===== src/design/mecanum_wheel_mixer_macros.svh =====
// Assertion macros used by the mecanum wheel mixer module.
`ifndef MECANUM_WHEEL_MIXER_MACROS_SVH
`define MECANUM_WHEEL_MIXER_MACROS_SVH

// Property that must hold at every clock edge outside reset.
`define MWM_CHECK(label, prop, msg) \
   label: assert property (@(posedge clock) disable iff (reset) (prop)) \
      else $error(msg);

// Property whose consequent must hold in the cycle after the antecedent.
`define MWM_CHECK_NEXT(label, ante, cons, msg) \
   label: assert property (@(posedge clock) disable iff (reset) (ante) |=> (cons)) \
      else $error(msg);

`endif


===== src/design/mwm_pkg.sv =====
// Types and constants shared by the mecanum wheel mixer modules.
`default_nettype none

package mwm_pkg;

   localparam int InW           = 16;
   localparam int MixW          = 19;   // three 16-bit terms summed
   localparam int MagW          = 17;   // magnitude of a mixed sum
   localparam int RemW          = MagW + 1;
   localparam int QuoW          = 15;   // normalized magnitude, at most 16384
   localparam int Lanes         = 4;
   localparam int StepsPerStage = 3;
   localparam int DivStages     = QuoW / StepsPerStage;
   localparam int OneFixed      = 16384;

   // Wheel lane order.
   localparam int LaneLf = 0;
   localparam int LaneLr = 1;
   localparam int LaneRf = 2;
   localparam int LaneRr = 3;

   typedef logic signed [InW-1:0]  fix_type;
   typedef logic signed [MixW-1:0] mix_type;
   typedef logic [MagW-1:0]        mag_type;
   typedef logic [RemW-1:0]        rem_type;
   typedef logic [QuoW-1:0]        quo_type;

   typedef struct packed {
      fix_type strafe;
      fix_type forward;
      fix_type turn;
   } req_type;

   typedef struct packed {
      fix_type lf_speed;
      fix_type lr_speed;
      fix_type rf_speed;
      fix_type rr_speed;
   } rsp_type;

   // Payload of the normalizing divider pipeline.
   typedef struct packed {
      mag_type                  peak;
      logic                     bypass;
      logic [Lanes-1:0]         neg;
      quo_type [Lanes-1:0]      pass;
      rem_type [Lanes-1:0]      rem;
      quo_type [Lanes-1:0]      quo;
   } div_type;

endpackage

`default_nettype wire


===== src/design/mecanum_wheel_mixer.sv =====
// Mecanum wheel mixer: mixes a drive command into four normalized wheel speeds.
//
//   channel  | direction | handshake               | beat
//   ---------+-----------+-------------------------+-------------------------------
//   req      | in        | req_valid / req_ready   | strafe, forward, turn
//   rsp      | out       | rsp_valid / rsp_ready   | lf_speed .. rr_speed
//
// A beat passes through mix, magnitude, peak, five divider stages of three quotient
// bits each, and the output register. One beat enters each cycle unless rsp stalls.
// Each stage holds its own valid bit and advances when the next one is free,
// so bubbles collapse and a stall at rsp holds every stage without loss.
// Synchronous reset clears the valid bits only.
`default_nettype none

`include "mecanum_wheel_mixer_macros.svh"

module mecanum_wheel_mixer (
   input  logic              clock,
   input  logic              reset,
   input  logic              req_valid,
   output logic              req_ready,
   input  mwm_pkg::req_type  req_data,
   output logic              rsp_valid,
   input  logic              rsp_ready,
   output mwm_pkg::rsp_type  rsp_data
);

   localparam int Lanes = mwm_pkg::Lanes;
   localparam int Nd    = mwm_pkg::DivStages;

   // Stage 1: mixed sums.
   logic                              s1_vld_ff;
   logic                              s1_vld_in;
   logic                              s1_adv;
   mwm_pkg::mix_type [Lanes-1:0]      s1_mix_ff;
   mwm_pkg::mix_type [Lanes-1:0]      s1_mix_in;
   mwm_pkg::mix_type                  x_ext;
   mwm_pkg::mix_type                  y_ext;
   mwm_pkg::mix_type                  r_ext;

   // Stage 2: sign and magnitude.
   logic                              s2_vld_ff;
   logic                              s2_vld_in;
   logic                              s2_adv;
   logic [Lanes-1:0]                  s2_neg_ff;
   logic [Lanes-1:0]                  s2_neg_in;
   mwm_pkg::mag_type [Lanes-1:0]      s2_mag_ff;
   mwm_pkg::mag_type [Lanes-1:0]      s2_mag_in;

   // Stage 3: peak and divider setup.
   logic                              s3_vld_ff;
   logic                              s3_vld_in;
   logic                              s3_adv;
   mwm_pkg::div_type                  s3_ff;
   mwm_pkg::div_type                  s3_in;
   mwm_pkg::mag_type                  peak_a;
   mwm_pkg::mag_type                  peak_b;
   mwm_pkg::mag_type                  peak;

   // Divider chain.
   logic                              div_vld [Nd+1];
   logic                              div_rdy [Nd+1];
   mwm_pkg::div_type                  div_data [Nd+1];

   // Output register.
   logic                              rsp_vld_ff;
   logic                              rsp_vld_in;
   mwm_pkg::rsp_type                  rsp_ff;
   mwm_pkg::rsp_type                  rsp_in;
   mwm_pkg::fix_type [Lanes-1:0]      wheel;
   mwm_pkg::quo_type                  val;
   logic [mwm_pkg::InW-1:0]           val_ext;

   // Ready chain, from the output back to the input.
   assign div_rdy[Nd] = !rsp_vld_ff || rsp_ready;
   assign s3_adv      = !s3_vld_ff || div_rdy[0];
   assign s2_adv      = !s2_vld_ff || s3_adv;
   assign s1_adv      = !s1_vld_ff || s2_adv;
   assign req_ready   = s1_adv;

   // ---- stage 1 ----
   always_comb begin
      x_ext = mwm_pkg::MixW'(req_data.strafe);
      y_ext = mwm_pkg::MixW'(req_data.forward);
      r_ext = mwm_pkg::MixW'(req_data.turn);
      s1_mix_in[mwm_pkg::LaneLf] =  x_ext + y_ext + r_ext;
      s1_mix_in[mwm_pkg::LaneLr] = -x_ext + y_ext + r_ext;
      s1_mix_in[mwm_pkg::LaneRf] = -x_ext + y_ext - r_ext;
      s1_mix_in[mwm_pkg::LaneRr] =  x_ext + y_ext - r_ext;
   end

   assign s1_vld_in = s1_adv ? req_valid : s1_vld_ff;

   always_ff @(posedge clock) begin
      if (s1_adv && req_valid) begin
         s1_mix_ff <= s1_mix_in;
      end
   end

   // ---- stage 2 ----
   always_comb begin
      for (int l = 0; l < Lanes; l++) begin
         s2_neg_in[l] = s1_mix_ff[l][mwm_pkg::MixW-1];
         s2_mag_in[l] = s2_neg_in[l] ? mwm_pkg::MagW'(-s1_mix_ff[l])
                                     : mwm_pkg::MagW'(s1_mix_ff[l]);
      end
   end

   assign s2_vld_in = s2_adv ? s1_vld_ff : s2_vld_ff;

   always_ff @(posedge clock) begin
      if (s2_adv && s1_vld_ff) begin
         s2_neg_ff <= s2_neg_in;
         s2_mag_ff <= s2_mag_in;
      end
   end

   // ---- stage 3 ----
   always_comb begin
      peak_a = (s2_mag_ff[0] > s2_mag_ff[1]) ? s2_mag_ff[0] : s2_mag_ff[1];
      peak_b = (s2_mag_ff[2] > s2_mag_ff[3]) ? s2_mag_ff[2] : s2_mag_ff[3];
      peak   = (peak_a > peak_b) ? peak_a : peak_b;
      s3_in.peak   = peak;
      // Leave the sums as they are when no wheel exceeds full scale.
      s3_in.bypass = (peak <= mwm_pkg::MagW'(mwm_pkg::OneFixed));
      s3_in.neg    = s2_neg_ff;
      for (int l = 0; l < Lanes; l++) begin
         s3_in.pass[l] = mwm_pkg::QuoW'(s2_mag_ff[l]);
         s3_in.rem[l]  = mwm_pkg::RemW'(s2_mag_ff[l]);
         s3_in.quo[l]  = '0;
      end
   end

   assign s3_vld_in = s3_adv ? s2_vld_ff : s3_vld_ff;

   always_ff @(posedge clock) begin
      if (s3_adv && s2_vld_ff) begin
         s3_ff <= s3_in;
      end
   end

   always_ff @(posedge clock) begin
      if (reset) begin
         s1_vld_ff <= 1'b0;
         s2_vld_ff <= 1'b0;
         s3_vld_ff <= 1'b0;
      end else begin
         s1_vld_ff <= s1_vld_in;
         s2_vld_ff <= s2_vld_in;
         s3_vld_ff <= s3_vld_in;
      end
   end

   // ---- divider ----
   assign div_vld[0]  = s3_vld_ff;
   assign div_data[0] = s3_ff;

   for (genvar k = 0; k < Nd; k++) begin : g_div
      mwm_div_stage u_stage (
         .clock     (clock),
         .reset     (reset),
         .in_valid  (div_vld[k]),
         .in_data   (div_data[k]),
         .in_ready  (div_rdy[k]),
         .out_valid (div_vld[k+1]),
         .out_data  (div_data[k+1]),
         .out_ready (div_rdy[k+1])
      );
   end

   // ---- output ----
   always_comb begin
      val     = '0;
      val_ext = '0;
      for (int l = 0; l < Lanes; l++) begin
         val     = div_data[Nd].bypass ? div_data[Nd].pass[l] : div_data[Nd].quo[l];
         val_ext = mwm_pkg::InW'(val);
         wheel[l] = div_data[Nd].neg[l] ? mwm_pkg::fix_type'(-val_ext)
                                        : mwm_pkg::fix_type'(val_ext);
      end
      rsp_in.lf_speed = wheel[mwm_pkg::LaneLf];
      rsp_in.lr_speed = wheel[mwm_pkg::LaneLr];
      rsp_in.rf_speed = wheel[mwm_pkg::LaneRf];
      rsp_in.rr_speed = wheel[mwm_pkg::LaneRr];
   end

   assign rsp_vld_in = div_rdy[Nd] ? div_vld[Nd] : rsp_vld_ff;

   always_ff @(posedge clock) begin
      if (reset) begin
         rsp_vld_ff <= 1'b0;
      end else begin
         rsp_vld_ff <= rsp_vld_in;
      end
   end

   always_ff @(posedge clock) begin
      if (div_rdy[Nd] && div_vld[Nd]) begin
         rsp_ff <= rsp_in;
      end
   end

   assign rsp_valid = rsp_vld_ff;
   assign rsp_data  = rsp_ff;

   // ---- assertions ----
   `MWM_CHECK(a_rsp_bounded,
      !rsp_valid ||
      (rsp_data.lf_speed <= mwm_pkg::OneFixed && rsp_data.lf_speed >= -mwm_pkg::OneFixed &&
       rsp_data.lr_speed <= mwm_pkg::OneFixed && rsp_data.lr_speed >= -mwm_pkg::OneFixed &&
       rsp_data.rf_speed <= mwm_pkg::OneFixed && rsp_data.rf_speed >= -mwm_pkg::OneFixed &&
       rsp_data.rr_speed <= mwm_pkg::OneFixed && rsp_data.rr_speed >= -mwm_pkg::OneFixed),
      "wheel speed outside full scale")

   `MWM_CHECK(a_peak_covers,
      !s3_vld_ff ||
      (s3_ff.rem[0] <= mwm_pkg::RemW'(s3_ff.peak) && s3_ff.rem[1] <= mwm_pkg::RemW'(s3_ff.peak) &&
       s3_ff.rem[2] <= mwm_pkg::RemW'(s3_ff.peak) && s3_ff.rem[3] <= mwm_pkg::RemW'(s3_ff.peak)),
      "peak below a lane magnitude")

   `MWM_CHECK_NEXT(a_mix_hold, s1_vld_ff && !s2_adv,
      s1_vld_ff && $stable(s1_mix_ff), "mix stage lost or changed a stalled beat")

endmodule

`default_nettype wire


===== src/design/mwm_div_stage.sv =====
// One register stage of the four-lane restoring divider used for normalization.
`default_nettype none

module mwm_div_stage (
   input  logic              clock,
   input  logic              reset,
   input  logic              in_valid,
   input  mwm_pkg::div_type  in_data,
   output logic              in_ready,
   output logic              out_valid,
   output mwm_pkg::div_type  out_data,
   input  logic              out_ready
);

   logic              vld_ff;
   logic              vld_in;
   mwm_pkg::div_type  data_ff;
   mwm_pkg::div_type  data_in;
   mwm_pkg::rem_type  rem;
   mwm_pkg::rem_type  dvs;
   mwm_pkg::quo_type  quo;
   logic              take;

   assign in_ready = !vld_ff || out_ready;

   // Each step: compare, subtract when it fits, shift the remainder left.
   always_comb begin
      data_in = in_data;
      dvs     = mwm_pkg::RemW'(in_data.peak);
      rem     = '0;
      quo     = '0;
      take    = 1'b0;
      for (int l = 0; l < mwm_pkg::Lanes; l++) begin
         rem = in_data.rem[l];
         quo = in_data.quo[l];
         for (int s = 0; s < mwm_pkg::StepsPerStage; s++) begin
            take = (rem >= dvs);
            if (take) begin
               rem = rem - dvs;
            end
            rem = {rem[mwm_pkg::RemW-2:0], 1'b0};
            quo = {quo[mwm_pkg::QuoW-2:0], take};
         end
         data_in.rem[l] = rem;
         data_in.quo[l] = quo;
      end
   end

   assign vld_in = in_ready ? in_valid : vld_ff;

   always_ff @(posedge clock) begin
      if (reset) begin
         vld_ff <= 1'b0;
      end else begin
         vld_ff <= vld_in;
      end
   end

   always_ff @(posedge clock) begin
      if (in_ready && in_valid) begin
         data_ff <= data_in;
      end
   end

   assign out_valid = vld_ff;
   assign out_data  = data_ff;

endmodule

`default_nettype wire

===== config.mk =====
export PLATFORM = sky130hd
export DESIGN_NAME = mecanum_wheel_mixer
export DESIGN_NICKNAME = d
export VERILOG_FILES = /design/src/design/mwm_pkg.sv /design/src/design/mecanum_wheel_mixer.sv /design/src/design/mwm_div_stage.sv
export VERILOG_INCLUDE_DIRS = /design/src /design/src/design
export SDC_FILE = /design/constraint.sdc
export NUM_CORES = 2
export LEC_CHECK = 0
export ABC_AREA = 0
export BUFFER_PORTS_ARGS = -buffer_cell sky130_fd_sc_hd__clkbuf_2
export CORE_ASPECT_RATIO = 1.25
export CORE_MARGIN = 8
export CORE_UTILIZATION = 55
export CTS_BUF_LIST = sky130_fd_sc_hd__clkbuf_4
export DETAILED_ROUTE_END_ITERATION = 6
export PLACE_DENSITY = 0.74
export SYNTH_ARGS = -nofsm -noshare
export SYNTH_HDL_FRONTEND = slang
export SYNTH_SLANG_ARGS = --single-unit
export TNS_END_PERCENT = 100

===== constraint.sdc =====
create_clock -name clock -period 46.8 [get_ports clock]
set_clock_uncertainty 0.05 [all_clocks]
set_input_delay 9.36 -clock clock [delete_from_list [all_inputs] [get_ports clock]]
set_output_delay 9.36 -clock clock [all_outputs]
set_load 0.03 [all_outputs]

==> run metrics <==
status finished, final reports clean; die area 189,000 µm²; Cells after Synth 9,948; Syn Nets ~11,000; total gr overflow 0; adder-cell area share of the yosys netlist 15.4%; post-synthesis simple-gate area fraction 13.0%; Final Util 59.5%; cell with the most instances after synthesis ha_1; DRC 0; Post-CTS Setup Inserts 0; Ys Warns 0; Synth Cell Area around 97,000 µm²; final hold violations 0; RSZ-0062 raised after global routing false; commonest cells in the netlist ha_1 (1,139), edfxtp_1 (1,127), a21oi_1 (827), nor2_1 (820), nand2_1 (608); Synth cell types 106; initial antenna violation count 11; Lkg Pwr ~0.043 µW; Worst VDD drop 18.9 µV; Fmax 46.8 MHz; type of origin of the critical path input pin; worst slew pin tran 1.19 ns; Initial Util 55.1%; Power per Cell Area 39.2 nW/µm²; RePlAce Congestion 0.988; CTS clk-pin slew, worst paths 0.07 ns; Max-Cap Viols 0; largest family of logic cells by synthesized area compound AO/OA/AOI/OAI gates; WP data arrival 11.95 ns; # clock sinks roughly 1,100; H-tree levels 5; Place WS 25.50 ns; critical path type in2out; layout net count 11,500; Min Clock Period, post-route about 21 ns; Vias 79,400; Mean Syn Cell Area about 9.7 µm²; Tot GR Track Use 29.4%; Iter 0 DRT Violations approximately 5,500; Synth top area share 35.0%; root buf cell clkbuf_4; DR WL/cell 22.6 µm; Max Buffers Root-to-Sink 4; EDFF count, synth 1,127; Main synth FF type edfxtp_1; area leader, netlist edfxtp_1; xor/xnor share of the synthesized area 8.11%; Via density roughly 6.2; first-pass GRT wire length 438 mm; antenna-violating nets left 0; wl on met1 ~110 mm; largest net degree at the start of global routing 157; DRT Pass-1 Iters 6; Syn-to-layout area delta 7.88%; Worst EP required 37.39 ns; Slew Limit Fails 0; DRT Wirelength 290 mm; vias in the first global route 78,800; Top Metal Used met4; Synth Area in Compound Gates roughly a fifth; IO Count 118; sequential-to-total area share from yosys stat 35.2%; FP Rows 172; CTS buffer count 289; Slew headroom ~19%; cts repair resizes 0; layout cells sized above 1 a little under an eighth; final setup vio count 0; metal2 WL 141 mm; width of the die 391 µm; DP HPWL 228 mm; die height 484 µm; hold crit path type reg2reg; PortBufs 117; crit-path max FO 6; Critical Path Sink Type output pin; Area contributors post-synth edfxtp_1 (35%), ha_1 (15%), xnor2_1 (5.3%); Synth Register Bits around 1,100; Final WS setup 25.44 ns; core area 175,000 µm²; met3 WL 15.9 mm; mux share of post-synthesis cell area 6.46%; Fin Setup TNS 0 ns; hold buffer count at CTS 0; Final Cycle Share between 40% and 50%; Post-synth ARST share 0%; CTS tree built; Clock Latency Late Sink 1.29 ns
cell type report:
cell class              instances  area, µm²
clock inverters                96        682
flip-flops and latches       1136      34000
repair buffers                265       1730
inverters                     571       2140
clock buffers                 382       2870
diodes                         14       35.0
fillers                     15100      71000
multi-input cells            8036      59700
well taps                    2349       2940
path summary, 6_finish.rpt:
path / start / to / slack [ns] / cells after the start
min: g_div[1].u_stage.out_data[152] / g_div[2].u_stage.out_data[152] / 0.30 / 0
min reg2reg: g_div[1].u_stage.out_data[152] / g_div[2].u_stage.out_data[152] / 0.30 / 0
max: rsp_ready / req_ready / 25.44 / 8
max reg2reg: div_data[1268] / g_div[0].u_stage.out_data[62] / 36.09 / 32
registers in the layout, indices dropped and copies added, names as in the netlist, 4 cells and up:
| name | cells |
|---|---|
| rsp_data | 64 |
| g_div.u_stage.out_data | 835 |
| g_div.u_stage.out_valid | 5 |
| s2_neg_ff | 4 |
| s2_mag_ff | 66 |
| s1_mix_ff | 70 |
| div_data | 88 |
cells by family (layout without fill, tap and decap cells):
kind of cell             after synthesis  count (layout)
multiplexers                         573             573
adder cells (fa/ha/maj)             1169            1169
other                                  0              14
flip-flops                          1136            1136
AND/OR/NAND/NOR                     2621            2621
XOR/XNOR                             894             894
buffers and inverters                776            1314
AO/OA/AOI/OAI                       2779            2779
critical path, cell delays in order:
cell      delay [ns]
clkbuf_2        0.08
nor2b_1         0.45
and3_1          0.33
and2_0          0.52
nand3_1         0.18
nor2_1          0.58
nand3_1         0.22
clkbuf_2        0.23
metrics by stage:
| stage | cell area (µm²) | total power, µW | std cells | hold slack [ns] |
|---|---|---|---|---|
| 3_3_place_gp | 101000 | 3190 | 12400 | 0.350 |
| 5_1_grt | 104000 | 4340 | 12800 | 0.304 |
| 6_report | 104000 | 4090 | 12800 | 0.295 |
| 3_5_place_dp | 101000 | 3230 | 12400 | 0.355 |
| 2_1_floorplan | 96600 | 2780 | 9948 | 0.350 |
| 4_1_cts | 104000 | 4080 | 12800 | 0.299 |
report_power, final:
part,internal [µW],switching [µW]
logic,838,1110
clock network,441,393
registers,1250,50.1
total,2530,1560
per-layer routing:
| metal | GRT usage (%) | vias to the layer above |
|---|---|---|
| met1 | 31.7 | 37500 |
| met2 | 51.7 | 2710 |
| met5 | 0 | - |
| met3 | 4.21 | 1073 |
| met4 | 22.7 | 0 |
| li1 | - | 38100 |
cell usage in the layout (no fill, tap or decap), types with 77 or more instances in the layout:
cell      synthesis  layout
edfxtp_1       1127    1127
nand2b_1        136     136
mux2_2          355     355
nand4_1         126     126
xnor2_1         584     584
o21bai_1        123     123
a21oi_1         827     824
o21a_1          164     164
nand3_1         156     156
clkbuf_4          0     382
inv_1           556     556
xor2_1          310     310
nand2_1         608     608
or3_1            77      77
ha_1           1139    1139
a31oi_1          83      81
a21o_1          328     328
nor3_1          231     230
buf_4             4     145
mux2i_1         206     206
nor2_1          820     819
clkbuf_2          0     117
o21ai_0         562     561
nor2b_1         141     137
No activity file was read; power rests on OpenSTA's default activity.
